$ cat src/rtl/qisd_pkg.sv
package qisd_pkg;

    // color table
    localparam int IDX_ENTRIES = 64;
    localparam int IDX_BITS    = 6;

    // command queue between parser and emitter
    localparam int QDEPTH    = 4;
    localparam int QPTR_BITS = 2;

    // file framing
    localparam logic [31:0] MAGIC          = 32'h716f6966;
    localparam logic [3:0]  HDR_MAGIC_END  = 4'd4;
    localparam logic [3:0]  HDR_WIDTH_END  = 4'd8;
    localparam logic [3:0]  HDR_HEIGHT_END = 4'd12;
    localparam logic [3:0]  HDR_LAST       = 4'd13;
    localparam logic [3:0]  END_ZEROS      = 4'd7;
    localparam logic [7:0]  END_LAST_BYTE  = 8'h01;

    // chunk tags
    localparam logic [1:0] TAG_INDEX = 2'b00;
    localparam logic [1:0] TAG_DIFF  = 2'b01;
    localparam logic [1:0] TAG_LUMA  = 2'b10;
    localparam logic [1:0] TAG_RUN   = 2'b11;
    localparam logic [7:0] CODE_RGB  = 8'hfe;
    localparam logic [7:0] CODE_RGBA = 8'hff;

    // pixel packing is r g b a from msb down
    localparam logic [31:0] RESET_PIXEL = 32'h0000_00ff;

    typedef enum logic [1:0] {
        KIND_HEADER = 2'd0,
        KIND_PIXEL  = 2'd1,
        KIND_END    = 2'd2,
        KIND_ERROR  = 2'd3
    } t_kind;

    typedef enum logic [1:0] {
        OP_NONE = 2'd0,
        OP_RGB  = 2'd1,
        OP_RGBA = 2'd2,
        OP_LUMA = 2'd3
    } t_op;

    typedef enum logic [7:0] {
        PH_HEADER  = 8'b0000_0001,
        PH_PIXELS  = 8'b0000_0010,
        PH_OPERAND = 8'b0000_0100,
        PH_END     = 8'b0000_1000,
        PH_DONE    = 8'b0001_0000,
        PH_ERROR   = 8'b0010_0000,
        PH_FETCH   = 8'b0100_0000,
        PH_LOAD    = 8'b1000_0000
    } t_phase;

    // one queued command, count is repeats minus one
    typedef struct packed {
        t_kind       kind;
        logic [31:0] pixel;
        logic [31:0] width;
        logic [31:0] height;
        logic [5:0]  count;
    } t_cmd;

    typedef struct packed {
        logic full;
        logic empty;
    } t_qstat;

endpackage

$ cat src/rtl/qisd_fifo.sv
module qisd_fifo import qisd_pkg::*; (
    input  logic   i_clk,
    input  logic   i_rst_n,
    input  logic   i_push,
    input  t_cmd   i_cmd,
    input  logic   i_pop,
    output t_cmd   o_cmd,
    output t_qstat o_qstat
);

    t_cmd                r_slot [QDEPTH];
    logic [QPTR_BITS-1:0] r_wp, r_rp;
    logic [QPTR_BITS:0]   r_fill;

    assign o_cmd         = r_slot[r_rp];
    assign o_qstat.full  = (r_fill == (QPTR_BITS + 1)'(QDEPTH));
    assign o_qstat.empty = (r_fill == '0);

    always_ff @(posedge i_clk) begin
        if (!i_rst_n) begin
            r_wp   <= '0;
            r_rp   <= '0;
            r_fill <= '0;
        end else begin
            if (i_push) begin
                r_wp <= r_wp + QPTR_BITS'(1);
            end
            if (i_pop) begin
                r_rp <= r_rp + QPTR_BITS'(1);
            end
            if (i_push && !i_pop) begin
                r_fill <= r_fill + (QPTR_BITS + 1)'(1);
            end else if (!i_push && i_pop) begin
                r_fill <= r_fill - (QPTR_BITS + 1)'(1);
            end
        end
    end

    always_ff @(posedge i_clk) begin
        if (i_push) begin
            r_slot[r_wp] <= i_cmd;
        end
    end

endmodule

$ cat config.mk
export PLATFORM = sky130hd
export DESIGN_NAME = qisd_fifo
export DESIGN_NICKNAME = d
export VERILOG_FILES = /design/src/rtl/qisd_pkg.sv /design/src/rtl/qisd_fifo.sv
export SDC_FILE = /design/constraint.sdc
export NUM_CORES = 1
export LEC_CHECK = 0
export ABC_AREA = 1
export BUFFER_PORTS_ARGS = -buffer_cell sky130_fd_sc_hd__buf_2
export CAP_MARGIN = 20
export CORE_MARGIN = 2
export CORE_UTILIZATION = 40
export CTS_CLUSTER_SIZE = 24
export DETAILED_ROUTE_END_ITERATION = 10
export MAX_ROUTING_LAYER = met4
export SYNTH_ARGS = -nofsm -noshare
export SYNTH_HDL_FRONTEND = slang
export SYNTH_SLANG_ARGS = --single-unit
$ cat constraint.sdc
create_clock -name i_clk -period 6.34 [get_ports i_clk]
set_input_delay 1.268 -clock i_clk [delete_from_list [all_inputs] [get_ports i_clk]]
set_output_delay 1.268 -clock i_clk [all_outputs]
set_load 0.03 [all_outputs]
---- Yosys cells after proc, flatten, opt, wreduce, memory -nomap -nowiden ----
Memories as Yosys holds them, arrays and structs flattened. A register that Yosys moved wholly into a read port is not among the register bits.
Index checks and enable logic that the tools add are counted.
storage, ports and cells
  flip-flop bits (word level) ............. 7
  RAM bits ................................ 416
  output and inout bits ................... 106
  memories kept ........................... 1
  input port bits ......................... 108
cells by class
  eq/ne operators ......................... 1
  reduce and logical (&&, ||, !) cells .... 6
  muxes and demuxes ....................... 6
  add/subtract/negate cells ............... 4
memory list
  name    words  width  rd ports  clocked after memory_dff  wr ports  RTL line         text
  r_slot  4      104    1         1                         1         qisd_fifo.sv:11  t_cmd r_slot [QDEPTH];
operators with widths
  operator                                                            number
  3-bit two-way mux                                                   2
  2-bit by 1-bit adder with 2-bit output, second input constant       2
  2-bit two-way mux                                                   2
  3-bit by 1-bit adder with 3-bit output, second input constant       1
  3-bit == test, second input constant                                1
  3-bit logical NOT                                                   1
  3-bit by 1-bit subtractor with 3-bit output, second input constant  1
  1-bit logical AND                                                   2
  1-bit logical NOT                                                   2
  1-bit two-way mux                                                   2
  2-bit nonzero test                                                  1

---- Depth between registers and ports, before layout ----
  word-level depth ........................ 4
  mapped depth ............................ 10

---- Worst setup path after synthesis ----
Ideal clock, no wire load.
  kind .................................... in2reg
  start point ............................. input port i_push
  end point ............................... memory r_slot[0][0] in the netlist's numbering, enable pin
  data required time ...................... 5.883 ns
  stages .................................. 2
  slack ................................... 2.573 ns
  setup time .............................. 0.457 ns
  arrival time ............................ 3.310 ns
  cell sequence ........................... nand2_1 -> inv_1
between the ends
  cells in the longest elaborated chain, start to end .. 2
ends and longest elaborated chain
  what                                     RTL line         text
  start: declaration                       qisd_fifo.sv:4   input logic i_push,
  1-bit two-way mux                        qisd_fifo.sv:40  if (i_push) begin
  1-bit two-way mux (implied by the code)  qisd_fifo.sv:41  r_slot[r_wp] <= i_cmd;
  end: declaration                         qisd_fifo.sv:11
Every way passes these cells.

==> flow_metrics.tcl <==
set metrics [dict create \
    status "finished clean" \
    clk_pin_slew_ns 0.06 \
    grt-ovfl-total 0 \
    pre_cts_ws_ns 2.60 \
    rsz0062_at_grt "false" \
    holdCritStartpoint "r_rp[1]$_SDFFE_PN0P_" \
    wl_um 34900 \
    drt_pass1_iterations 5 \
    critPathRequiredTime_ns 5.07 \
    crit_type "reg -> out" \
    synth_top_family_by_area "compound AO/OA/AOI/OAI gates" \
    vdd_drop_max_mv 0.219 \
    synth_seq_cells 425 \
    clock-sinks 425 \
    synthMuxAreaShare 0 \
    fp.dieArea_um2 41600 \
    regToRegEndpoint "r_slot[3][28]$_DFFE_PP_" \
    nets 1383 \
    dp.cells 1747 \
    stdcell_count 1833 \
    syn_nets 1177 \
    synth_area_um2 16000 \
    clk_latency_ns 0.55 \
    cts_tree "yes" \
    synthTopCellsByCount "edfxtp_1, nor2_1, o21ai_0, o22ai_1, o21ai_1" \
    cpMaxStageDelayCell "inv_6" \
    drive_gt1_frac 0.254 \
    die_x_um 204 \
    synth_compound_area_frac 0.117 \
    yosysWarnings 0 \
    p_total_mw 6.30 \
    wl_per_cell_um 19.1 \
    drc 0 \
    p_leak_nw 6.47 \
    area_growth_pct 17.2 \
    crit_fanout 125 \
    synth.most_common_cell "edfxtp_1" \
    setup_viol 0 \
    end_kind "output port" \
    ios 214 \
    cts_buffers 45 \
    period_share 0.678 \
    fmax_mhz 233 \
    yosys-top-cells-area "edfxtp_1, o21ai_0, nor2_1" \
    critPathMaxStageDelay_ns 0.78 \
    synth_edf_count 416 \
    grt_max_degree 126 \
    grt_pass1_vias 9120 \
    relSlewSlack 0.305 \
    r2r_slack_ns 3.85 \
    grt_pass1_wl_um 52500 \
    routed_via_density 5.12 \
    synthSimpleGateAreaFrac 0.0563 \
    start_util 0.404 \
    std_cell_rows 73 \
    fin_crit_ns 4.30 \
    dr.first_iter.drc_count 634 \
    die_height_um 204 \
    antenna_found_initial 8 \
    maxCapViolCount 0 \
    min_path_type "reg -> reg" \
    syn_avg_cell_area_um2 15.1 \
    holdPathStages 1 \
    root_buffer "clkbuf_16" \
    p_per_area_nw_per_um2 336 \
    track_usage 0.171 \
    portBuffers 213 \
    gp_congestion 0.726 \
    cts_resized 0 \
    core-area_um2 39600 \
    synth_ff_type "edfxtp_1" \
    r2r_cells 4 \
    synth_top_area_share 0.780 \
    path_cells "inv_6, buf_12, o21ai_0, o22ai_1, buf_2" \
    start_kind "flop" \
    finalSetupTns_ns 0 \
    arrival_ns 3.03 \
    worst_slack_ns 2.04 \
    synth_top_cell_by_area "edfxtp_1" \
    tightest_slew_ns 1.04 \
    r2r-start "r_wp[1]$_SDFFE_PN0P_" \
    drv_slew 0 \
    clockBufferDepth 3 \
    cts_setup_buffers 0 \
    postCtsHoldBufs 0 \
    synthCells 1063 \
    htreeDepth 2 \
    ys_types 24 \
    hold_viol 0 \
    async_flop_share 0 \
    skew_ns 0.0105 \
    synth_xor_area_frac 0 \
    synthAdderAreaFrac 0.00516 \
    place_hpwl_um 18600 \
    drt.antenna.violating_nets 0 \
    vias 9376 \
    yosysSeqAreaShare 0.791 \
]
[per-stage QoR]
stage / hold WS [ns] / instance area (um2) / utilization
6_report: 0.441 / 18800 / 0.473
5_1_grt: 0.466 / 18800 / 0.473
4_1_cts: 0.446 / 18700 / 0.473
3_5_place_dp: 0.436 / 17400 / 0.440
3_3_place_gp: 0.424 / 17400 / 0.440
2_1_floorplan: 0.412 / 16000 / -
[kinds of logic after synthesis]
family          Yosys count
simple gates            226
compound gates          322
flops                   425
buf+inv                  84
fa+ha+maj                 6
[cell type report]
| cell class | count | area (um2) |
|---|---|---|
| antenna | 8 | 20.0 |
| clock buffer | 56 | 1170 |
| tap | 525 | 657 |
| timing repair buffer | 226 | 1180 |
| fill | 3513 | 20900 |
| inverter | 17 | 80.1 |
| sequential | 425 | 12700 |
| clock inverter | 22 | 131 |
| multi-input combinational | 554 | 2850 |
[placed cells by master, fill, tap and decap left out, drive strengths merged, types with 4 or more instances in the layout]
cell / count
ha: 5
nor2: 213
inv: 16
a21oi: 4
edfxtp: 416
clkbuf: 56
buf: 226
diode: 8
nand2: 9
clkinv: 20
o22ai: 104
dfxtp: 9
o21ai: 214
[sequential cells by signal, indices dropped and copies added, names as in the netlist, named ones only]
name / count
r_rp: 2
r_slot: 416
r_fill: 3
r_wp: 2
[how the worst max path moves through the flow]
stage          cells past startpoint  startpoint  slack [ns]                      to
3_3_place_gp                       5        flop        2.67               o_cmd[29]
6_report                           5        flop        2.04               o_cmd[36]
5_1_grt                            5        flop        1.79               o_cmd[27]
3_5_place_dp                       5        flop        2.60               o_cmd[29]
4_1_cts                            5        flop        2.00               o_cmd[29]
2_1_floorplan                      2      i_push        2.57  r_slot[0][0]$_DFFE_PP_
[critical path: cells and delay by family (launching register included)]
| family | cells | cell delay (ns) |
|---|---|---|
| buffers and inverters | 3 | 1.44 |
| DFF | 1 | 0.56 |
| AOI/OAI and AO/OA | 2 | 0.31 |
[routing by layer]
metal	track usage	vias to the layer above	wire (um)
met5	-	-	0
met2	0.249	250	15600
met3	0.0416	54	2390
li1	-	4437	-
met4	0.0531	0	670
met1	0.237	4635	16300
[power by group]
group | internal (mW) | total, mW | leakage (nW) | switching (mW)
logic | 0.181 | 0.688 | 1.94 | 0.508
registers | 3.21 | 3.26 | 3.90 | 0.0430
clock network | 1.34 | 2.36 | 0.633 | 1.02
total | 4.73 | 6.30 | 6.47 | 1.57
Note: power is estimated with default switching activity, not from simulation.
