**config.mk**
```make
export PLATFORM = sky130hd
export DESIGN_NAME = qisd_back
export DESIGN_NICKNAME = d
export VERILOG_FILES = /design/src/rtl/qisd_pkg.sv /design/src/rtl/qisd_back.sv
export SDC_FILE = /design/constraint.sdc
export NUM_CORES = 1
export LEC_CHECK = 0
export BUFFER_PORTS_ARGS = -buffer_cell sky130_fd_sc_hd__buf_2
export CORE_ASPECT_RATIO = 0.9
export CORE_MARGIN = 10
export CORE_UTILIZATION = 38
export CTS_CLUSTER_SIZE = 30
export DETAILED_ROUTE_END_ITERATION = 10
export PLACE_DENSITY = 0.75
export SYNTH_ARGS = -nofsm -noshare
export SYNTH_HDL_FRONTEND = slang
export SYNTH_SLANG_ARGS = --single-unit
```
**constraint.sdc**
```tcl
create_clock -name i_clk -period 2.8 [get_ports i_clk]
set_input_delay 0.28 -clock i_clk [delete_from_list [all_inputs] [get_ports i_clk]]
set_output_delay 0.28 -clock i_clk [all_outputs]
set_load 0.005 [all_outputs]
```
**src/rtl/qisd_pkg.sv**
```systemverilog
package qisd_pkg;

    // color table
    localparam int IDX_ENTRIES = 64;
    localparam int IDX_BITS    = 6;

    // command queue between parser and emitter
    localparam int QDEPTH    = 4;
    localparam int QPTR_BITS = 2;

    // file framing
    localparam logic [31:0] MAGIC          = 32'h716f6966;
    localparam logic [3:0]  HDR_MAGIC_END  = 4'd4;
    localparam logic [3:0]  HDR_WIDTH_END  = 4'd8;
    localparam logic [3:0]  HDR_HEIGHT_END = 4'd12;
    localparam logic [3:0]  HDR_LAST       = 4'd13;
    localparam logic [3:0]  END_ZEROS      = 4'd7;
    localparam logic [7:0]  END_LAST_BYTE  = 8'h01;

    // chunk tags
    localparam logic [1:0] TAG_INDEX = 2'b00;
    localparam logic [1:0] TAG_DIFF  = 2'b01;
    localparam logic [1:0] TAG_LUMA  = 2'b10;
    localparam logic [1:0] TAG_RUN   = 2'b11;
    localparam logic [7:0] CODE_RGB  = 8'hfe;
    localparam logic [7:0] CODE_RGBA = 8'hff;

    // pixel packing is r g b a from msb down
    localparam logic [31:0] RESET_PIXEL = 32'h0000_00ff;

    typedef enum logic [1:0] {
        KIND_HEADER = 2'd0,
        KIND_PIXEL  = 2'd1,
        KIND_END    = 2'd2,
        KIND_ERROR  = 2'd3
    } t_kind;

    typedef enum logic [1:0] {
        OP_NONE = 2'd0,
        OP_RGB  = 2'd1,
        OP_RGBA = 2'd2,
        OP_LUMA = 2'd3
    } t_op;

    typedef enum logic [7:0] {
        PH_HEADER  = 8'b0000_0001,
        PH_PIXELS  = 8'b0000_0010,
        PH_OPERAND = 8'b0000_0100,
        PH_END     = 8'b0000_1000,
        PH_DONE    = 8'b0001_0000,
        PH_ERROR   = 8'b0010_0000,
        PH_FETCH   = 8'b0100_0000,
        PH_LOAD    = 8'b1000_0000
    } t_phase;

    // one queued command, count is repeats minus one
    typedef struct packed {
        t_kind       kind;
        logic [31:0] pixel;
        logic [31:0] width;
        logic [31:0] height;
        logic [5:0]  count;
    } t_cmd;

    typedef struct packed {
        logic full;
        logic empty;
    } t_qstat;

endpackage

```
**src/rtl/qisd_back.sv**
```systemverilog
module qisd_back import qisd_pkg::*; (
    input  logic        i_clk,
    input  logic        i_rst_n,
    input  t_cmd        i_q_cmd,
    input  t_qstat      i_qstat,
    output logic        o_pop,
    output logic        o_valid,
    input  logic        i_ready,
    output logic [1:0]  o_result_kind,
    output logic [7:0]  o_red,
    output logic [7:0]  o_green,
    output logic [7:0]  o_blue,
    output logic [7:0]  o_alpha,
    output logic [31:0] o_image_width,
    output logic [31:0] o_image_height,
    output logic        o_last_of_run
);

    logic       r_busy;
    t_cmd       r_cmd;
    logic [5:0] r_rem;
    logic       done_beat;

    assign done_beat = r_busy && i_ready && (r_rem == 6'd0);
    assign o_pop     = !i_qstat.empty && (!r_busy || done_beat);

    assign o_valid        = r_busy;
    assign o_result_kind  = r_cmd.kind;
    assign o_red          = r_cmd.pixel[31:24];
    assign o_green        = r_cmd.pixel[23:16];
    assign o_blue         = r_cmd.pixel[15:8];
    assign o_alpha        = r_cmd.pixel[7:0];
    assign o_image_width  = r_cmd.width;
    assign o_image_height = r_cmd.height;
    assign o_last_of_run  = (r_rem == 6'd0);

    always_ff @(posedge i_clk) begin
        if (!i_rst_n) begin
            r_busy <= 1'b0;
            r_rem  <= 6'd0;
        end else begin
            if (o_pop) begin
                r_busy <= 1'b1;
                r_rem  <= i_q_cmd.count;
            end else if (done_beat) begin
                r_busy <= 1'b0;
            end else if (r_busy && i_ready) begin
                r_rem <= r_rem - 6'd1;
            end
        end
    end

    always_ff @(posedge i_clk) begin
        if (o_pop) begin
            r_cmd <= i_q_cmd;
        end
    end

endmodule

```
# [Word-level counts from Yosys, hierarchy flattened]
# Index checks and enable logic that the tools add are counted.
# Widths: inputs -> output; s select.
[word_totals] regBits=105 in_bits=109 out_inout_bits=101 wordCells=23
[classes] add_sub_neg=1 n_eq_ne=1 mux=5 n_reduce_logical=10
[ops] op="$mux 6" n=3
[ops] op="$logic_not 6->1" n=1
[ops] op="$sub 6x1->6 const B" n=1
[ops] op="$reduce_bool 2->1" n=2
[ops] op="$logic_and 1x1->1" n=3
[ops] op="$logic_not 1->1" n=2
[ops] op="$mux 1" n=2
[ops] op="$ne 2x2->1 const B" n=1
[ops] op="$reduce_and 2->1" n=1
[ops] op="$logic_or 1x1->1" n=1

# [Logic depth before layout (Yosys ltp)]
# Gate-level depths: netlist of the first run.
[logic_depth] word_depth=6 depth_mapped=7 depth_no_buf=7

# [Worst setup path after synthesis of the first run]
# No wires, ideal clock.
[synth_timing] path_kind="register -> register" from="register r_rem[0]" to="register r_rem[5]" setup_ns=0.137 arrival_time_ns=2.733 required_ns=2.663 path_slack_ns=-0.069 stages_incl_launch_ff=8 path_buffers=0 period_less_slack_ns=2.869 cell_sequence="dfxtp_1 inv_1 ha_1 nor3b_2 a21oi_2 clkinv_2 a211oi_2 a2111oi_2"
[synth_between] elab_chain_len=6 elab_cells_between_ends=11 classes_between="add/sub: 1; eq/ne: 1; mux: 3; reduce/logical: 6"
[synth_lines] item="start, declared" line_no="qisd_back.sv:21" rtl="logic [5:0] r_rem;"
[synth_lines] item="start signal, assigned" line_no="qisd_back.sv:44" rtl="r_rem <= i_q_cmd.count;"
[synth_lines] item="start signal, assigned" line_no="qisd_back.sv:48" rtl="r_rem <= r_rem - 6'd1;"
[synth_lines] item="$logic_not 6->1 (*)" line_no="qisd_back.sv:24" rtl="assign done_beat = r_busy && i_ready && (r_rem == 6'd0);"
[synth_lines] item="$logic_and 1x1->1 (*)" line_no="qisd_back.sv:24"
[synth_lines] item="$logic_or 1x1->1 (*)" line_no="qisd_back.sv:25" rtl="assign o_pop = !i_qstat.empty && (!r_busy || done_beat);"
[synth_lines] item="$logic_and 1x1->1 (*)" line_no="qisd_back.sv:25"
[synth_lines] item="net o_pop" line_no="qisd_back.sv:6" rtl="output logic o_pop,"
[synth_lines] item="$ne 2x2->1 (no source line) or $reduce_bool 2->1 (tied branches)"
[synth_lines] item="$reduce_and 2->1 (no source line)"
# Mark *: on every way through the listed nets, which the timed path passes. The rest lies on a longest branch. The select of a mux whose other input is x is not followed.
# A chain may end at the register's enable or synchronous reset.

# [Worst setup path after layout of the first run]
[layout_timing] from="register r_rem[0]" to="output port o_pop"
[layout_between] elab_chain_len=4
[layout_lines] item="$logic_not 6->1" line_no="qisd_back.sv:24"
[layout_lines] item="$logic_and 1x1->1" line_no="qisd_back.sv:24"
[layout_lines] item="$logic_or 1x1->1" line_no="qisd_back.sv:25"
[layout_lines] item="$logic_and 1x1->1" line_no="qisd_back.sv:25"
[layout_lines] item="end, declared" line_no="qisd_back.sv:6"
# No other way between the ends.

==> results of run 1 <==
[worst min-delay path by stage]
| stage | cells after the start | endpoint |
|---|---|---|
| finish | 1 | o_red[4]$_DFFE_PP_ |
| global route | 1 | o_alpha[7]$_DFFE_PP_ |
| CTS | 1 | o_image_width[28]$_DFFE_PP_ |
| detailed placement | 1 | o_image_width[30]$_DFFE_PP_ |
| global placement | 1 | o_image_width[9]$_DFFE_PP_ |
| floorplan | 1 | o_valid$_SDFFE_PN0P_ |
[cell families (layout without fill, tap and decap cells)]
kind of cell | count (synthesis) | in the layout
flip-flops | 105 | 105
adder cells (fa/ha/maj) | 2 | 2
buffers and inverters | 7 | 232
AO/OA/AOI/OAI | 22 | 22
AND/OR/NAND/NOR | 19 | 19
[report_power, final]
part	total, mW	switching [mW]	leakage, nW	internal, mW
clock	0.844	0.513	0.0880	0.331
combinational	0.388	0.210	0.968	0.178
sequential	1.92	0.0458	1.00	1.88
total	3.16	0.769	2.06	2.39
[per-layer routing]
layer,vias up,track usage [%]
li1,1058,-
met1,1074,13.5
met2,130,24.1
met3,10,6.86
met4,0,3.68
met5,-,0
[stage by stage]
| step | area, um^2 | hold WS [ps] | std cells |
|---|---|---|---|
| 6_report | 4860 | 85.7 | 499 |
| 5_1_grt | 4860 | 53.3 | 499 |
| 4_1_cts | 4860 | 59.4 | 499 |
| 3_5_place_dp | 4690 | 458 | 484 |
| 3_3_place_gp | 4690 | 457 | 484 |
| 2_1_floorplan | 3460 | 372 | 155 |
[placed cells by master (no fill, tap or decap)]
cell	instances
buf_2	208
nor3_1	1
nor4b_4	1
buf_12	2
nor2b_1	1
o21ai_0	4
a31oi_1	2
inv_8	1
inv_1	6
o211ai_1	1
nor4_1	1
a21o_2	1
o221a_2	1
a32oi_1	2
nor2_1	5
nand4bb_4	1
a2111oi_2	1
clkinv_4	2
clkbuf_8	9
nor4_4	1
a211oi_2	1
edfxtp_1	98
nand2_1	5
ha_1	2
a22oi_1	1
dfxtp_1	7
nand3_1	1
a21oi_1	5
a21oi_2	1
a211o_1	1
o41a_1	1
clkinvlp_4	1
or4_1	1
inv_6	2
nor3b_2	1
clkinv_2	1
[synth_stat cells (all sizes together) (2+ instances only)]
| cell type | count | area share [%] |
|---|---|---|
| ha | 2 | 0.72 |
| o21ai | 4 | 0.58 |
| dfxtp | 7 | 4.1 |
| a32oi | 2 | 0.51 |
| a31oi | 2 | 0.36 |
| nor4 | 2 | 0.80 |
| inv | 6 | 0.65 |
| edfxtp | 98 | 85 |
| a21oi | 6 | 0.98 |
| nand2 | 5 | 0.54 |
| nor2 | 5 | 0.54 |
[state kept, by name (all words and copies together) (netlist names), 2 cells and up]
name            cells
o_green             8
o_result_kind       2
r_rem               6
o_image_height     32
o_red               8
o_image_width      32
o_blue              8
o_alpha             8
[cell type report]
cell class,instances,share of cell area (%)
clock buffers,9,2.55
clock inverters,6,1.03
inverters,7,0.643
multi-input cells,43,7.08
flip-flops and latches,105,63.4
well taps,119,3.06
repair buffers,210,22.2
[worst max-delay path: stages (launching register included)]
cell and delay [ps]:
dfxtp_1 490, inv_1 160, ha_1 220, nor3b_2 180, a21oi_2 350, clkinv_4 280, buf_2 200
==> summary.md, run 1 <==
| Metric | Value |
|---|---|
| Worst r2r path cells | `6` |
| Main synth FF type | `edfxtp_1` |
| Wire per inst | `approximately 19 um` |
| Area taken by flip-flops and latches | `between 0.003 and 0.004 mm^2` |
| Mux share of post-synthesis cell area | `0%` |
| Number of CTS-inserted buffers | `9` |
| Main combinational cell family by area after synthesis | `compound AO/OA/AOI/OAI gates` |
| Critical path class | `reg2out` |
| Post-synthesis cell type count | `29` |
| DIE WIDTH | `roughly 120 um` |
| Hold Vio Cnt, Final | `0` |
| Highest Signal Layer | `met4` |
| TritonCTS clock tree | `yes` |
| DR pass1 iterations | `4` |
| GRT Util Overall | `between 10% and 20%` |
| Post-synthesis async set-or-reset flop share | `0%` |
| Total congestion overflow | `0` |
| WP data arrival | `2240 ps` |
| Max FO, Critical Path | `21` |
| Yosys reg bits | `roughly 110` |
| IO buf count | `208` |
| Area share of fa/ha/maj cells after synthesis | `less than 1%` |
| Mapped Cells | `about 160` |
| DRC violations left | `0` |
| Worst vdd ir | `roughly 370 uV` |
| LEAKAGE | `2.06 nW` |
| Met2 wire length | `around 4.8 mm` |
| RSZ-0062 raised after global routing | `no` |
| Final setup violating endpoints | `0` |
| Syn avg cell area | `22.3 um^2` |
| Fillers | `around 750` |
| Number of cell rows | `32` |
| PwrDens | `between 600 and 700 mW/mm^2` |
| Slew HR | `75.2%` |
| GP Congestion | `0.880` |
| Boundary Pins | `210` |
| MaxCap Viol Count | `0` |
| Max frequency | `between 300 and 400 MHz` |
| Mapped cell area | `between 0.003 and 0.004 mm^2` |
| Max Clock Skew | `a little under 10 ps` |
| Pin count of the biggest net entering global routing | `44` |
| Die height | `between 100 and 150 um` |
| Final core utilization | `55.7%` |
| Met3 WL | `just over 1 mm` |
| M1 WL | `about 3.3 mm` |
| Clk Latency, worst-skew pair | `between 300 and 400 ps` |
| Post-synth net total | `~270` |
| H-tree depth | `3` |
| Multi-input gate area | `344 um^2` |
| Final HPWL DP | `~7.5 mm` |
| Final period utilization | `about nine tenths` |
| Via count | `roughly 2,300` |
| Detailed Route WL | `~9 mm` |
| WP data required | `2520 ps` |
| Antenna diodes | `0` |
| Layout cells sized above 1 | `about three fifths` |
| CORE AREA | `0.00873 mm^2` |
| Simple-gate area share of the yosys netlist | `between 4 and 5%` |
| PostCTS Resize Cnt | `0` |
| DIE AREA | `approximately 0.013 mm^2` |
| Worst min path class | `in2reg` |
| Setup_tns | `0 ps` |
| Crit. End Element | `output pin` |
| Final ANT Viol Nets | `0` |
| Antenna violations before repair | `0` |
| CP Launch Point | `r_rem[0]$_SDFFE_PN0P_` |
| Initial Util | `39.6%` |
| First-pass GRT wire length | `approximately 14 mm` |
| Hold_sp | `i_q_cmd[98]` |
| Post-synthesis xor/xnor area fraction | `0%` |
| EDFF count, synth | `just under 100` |
| Number of global-route vias before repair | `around 2,400` |
| Net count, final | `approximately 490` |
| Status | `finished, final reports clean` |
| R2r endpoint | `o_image_height[6]$_DFFE_PP_` |
| Drt via density | `roughly 4.6` |
| Final Max Tran Viols | `0` |
| Setup crit start kind | `register` |
| Root buffer cell | `clkbuf_8` |
| DP Worst Slack | `626 ps` |
| Initial DRC Count | `96` |
| Min cycle time layout | `between 2000 and 3000 ps` |
| Worst-Margin Slew | `approximately 370 ps` |
| Register area share after synthesis | `roughly 89%` |
| Hold-fix buffers, CTS | `0` |
| CTS max path bufs | `2` |
| Reg-to-reg setup timing slack | `roughly 580 ps` |
| CTS Sinks | `around 110` |
| Reg2reg start | `r_rem[0]$_SDFFE_PN0P_` |
| PnR worst setup slack | `~280 ps` |
| Crit path to | `o_pop` |
| Clock slew at reported path FFs | `about 100 ps` |
| Synth Area in Compound Gates | `slightly below 5%` |
| Post-layout power | `about 3.2 mW` |
| Synth warn | `0` |
| P&R area growth vs syn | `40.7%` |
| Post-CTS Setup Inserts | `0` |
Note: power is estimated with default switching activity, not from simulation.
==> run 2: changes to the inputs <==
Settings changed: CELL_PAD_IN_SITES_DETAIL_PLACEMENT set to 0, CELL_PAD_IN_SITES_GLOBAL_PLACEMENT set to 2, CORE_UTILIZATION 38 to 25, PLACE_DENSITY 0.75 to 0.83.
==> run 2 against run 1 <==
  * Flip-flop and latch count is the same
  * Cell count is 11% higher
  * Die area grew 42%
  * Fmax fell by 0.66%
==> summary.md, run 2 (synthesis gave the netlist of run 1 again) <==
| Metric | Value |
|---|---|
| Status | `finished, final reports clean` |
| Max FO, Critical Path | `50 (+140%)` |
| Number of CTS-inserted buffers | `9 (unchanged)` |
| Initial DRC Count | `78 (-19%)` |
| Max frequency | `395 MHz (-0.66%)` |
| Crit-path leading delay family | `buffers and inverters` |
| Min cycle time layout | `2530 ps (+16.6 ps)` |
| Final period utilization | `90.5% (+0.59 points)` |
| Final core utilization | `37.4% (-18 points)` |
| DIE AREA | `0.0189 mm^2 (+42%)` |
| Initial Util | `25.7% (-14 points)` |
| Post-CTS Setup Inserts | `0 (unchanged)` |
| MaxCap Viol Count | `0 (unchanged)` |
| Pin count of the biggest net entering global routing | `51 (+16%)` |
| Worst-Margin Slew | `459 ps (+87.7 ps)` |
| Total congestion overflow | `0 (unchanged)` |
| Max Clock Skew | `6.81 ps (-2.95 ps)` |
| GP Congestion | `0.768 (-13%)` |
| Buf+Inv Stages, Crit Path | `3 (unchanged)` |
| Multi-input gate area | `344 um^2 (unchanged)` |
| Final Max Tran Viols | `0 (unchanged)` |
| DRC violations left | `0 (unchanged)` |
| Wire per inst | `19.0 um (+2.3%)` |
| Worst min path class | `in2reg` |
| CTS max path bufs | `2 (unchanged)` |
| IO buf count | `208 (unchanged)` |
| Final setup violating endpoints | `0 (unchanged)` |
| Slowest CP cell | `dfxtp_1` |
| CORE AREA | `0.0135 mm^2 (+54%)` |
| Top Usage Layer GRT | `met2` |
| Setup crit start kind | `register` |
| Layout cells sized above 1 | `62.0% (+0.14 points)` |
| PostCTS Resize Cnt | `0 (unchanged)` |
| PwrDens | `699 mW/mm^2 (+7.8%)` |
| Number of cell rows | `40 (+25%)` |
| Clk Latency, worst-skew pair | `350 ps (about the same)` |
| WP data arrival | `2250 ps (about the same)` |
| Most common cell after layout, fill and taps aside | `buf_2` |
| Worst vdd ir | `336 uV (-8.9%)` |
| Crit. End Element | `output pin` |
| Area after DPL | `0.00475 mm^2 (+1.3%)` |
| Clock slew at reported path FFs | `70 ps (-30 ps)` |
| Net count, final | `490 (+0.62%)` |
| Die height | `132 um (+19%)` |
| Final instance area | `0.00503 mm^2 (+3.6%)` |
| Grt met3 use | `5.55% (-1.3 points)` |
| Hold-fix buffers, CTS | `0 (unchanged)` |
| Met2 usage | `18.4% (-5.7 points)` |
| Drt via density | `4.17 (-8.4%)` |
| TritonCTS clock tree | `yes` |
| DIE WIDTH | `144 um (+19%)` |
| Number of global-route vias before repair | `2,480 (+2.1%)` |
| Met1 usage | `10.7% (-2.9 points)` |
| Antenna diodes | `0 (unchanged)` |
| CTS Sinks | `105 (unchanged)` |
| Slew HR | `69.4% (-5.8 points)` |
| Placed instance count | `536 (+11%)` |
| H-tree depth | `3 (unchanged)` |
| First-pass GRT wire length | `15.0 mm (+7.3%)` |
| Root buffer cell | `clkbuf_16` |
| Fillers | `1,279 (+70%)` |
| Setup_tns | `0 ps (unchanged)` |
| Crit-path cells | `inv_1 -> ha_1 -> nor3b_2 -> a21oi_2 -> clkinv_4 -> buf_2` |
| Post-layout power | `3.52 mW (+12%)` |
| Final HPWL DP | `8.45 mm (+12%)` |
| Critical path class | `reg2out` |
| Final ANT Viol Nets | `0 (unchanged)` |
| Via count | `2,303 (+1.4%)` |
| Hold Vio Cnt, Final | `0 (unchanged)` |
| WP data required | `2520 ps (about the same)` |
| RSZ-0062 raised after global routing | `no` |
| Boundary Pins | `210 (unchanged)` |
| CP max stage delay | `450 ps (-40 ps)` |
| GRT Util Overall | `10.6% (-3.0 points)` |
| Detailed Route WL | `10.5 mm (+13%)` |
| DR pass1 iterations | `4 (unchanged)` |
| Antenna violations before repair | `0 (unchanged)` |
| Final cell count without fillers | `552 (+11%)` |
| P&R area growth vs syn | `45.7%` |
| Most frequent cells in the layout | `buf_2 (208), edfxtp_1 (98), clkbuf_16 (9)` |
| Area taken by flip-flops and latches | `0.00308 mm^2 (unchanged)` |
| LEAKAGE | `2.11 nW (+2.7%)` |
run 2: cell count changes in the layout (fill, tap and decap cells not counted), sizes merged:
| cell | delta |
|---|---|
| buf | +3 |
| clkbuf | +1 |
| clkinv | +1 |
| inv | -1 |
run 2: layout make-up:
| class | instances | share of cell area, % |
|---|---|---|
| sequential | 105 | 61.2 |
| inverter | 7 | 0.621 |
| multi-input combinational | 43 | 6.83 |
| clock buffer | 10 | 4.55 |
| tap | 168 | 4.17 |
| clock inverter | 6 | 1.17 |
| timing repair buffer | 213 | 21.4 |
run 2: worst paths after layout:
check | start | to | slack (ps) | depth (start not counted)
setup / recovery | r_rem[0]$_SDFFE_PN0P_ | o_pop | 270 | 6
hold / removal | i_q_cmd[76] | o_alpha[6]$_DFFE_PP_ | 100 | 1
setup reg to reg | r_rem[0]$_SDFFE_PN0P_ | o_red[4]$_DFFE_PP_ | 560 | 6
hold reg to reg | r_rem[5]$_SDFFE_PN0P_ | r_rem[5]$_SDFFE_PN0P_ | 530 | 1
run 2: where the power goes:
group	switching (mW)	leakage (nW)	internal, mW
clock network	0.580	0.136	0.620
logic	0.216	0.974	0.175
registers	0.0503	1.00	1.88
run 2: per-layer routing:
metal  routed length, um  share of wire [%]  vias up
met5                   0                  0        -
met4                  93               0.89        0
met3                1160                 11        8
met2                5260                 50      119
met1                3970                 38     1111
li1                    -                  -     1065
run 2: per-stage QoR:
stage	hold slack (ps)	worst slack, ps
after detailed placement	458	562
final	101	267
after global placement	456	588
after global routing	73.3	88.9
after CTS	79.1	230
after floorplan	372	464
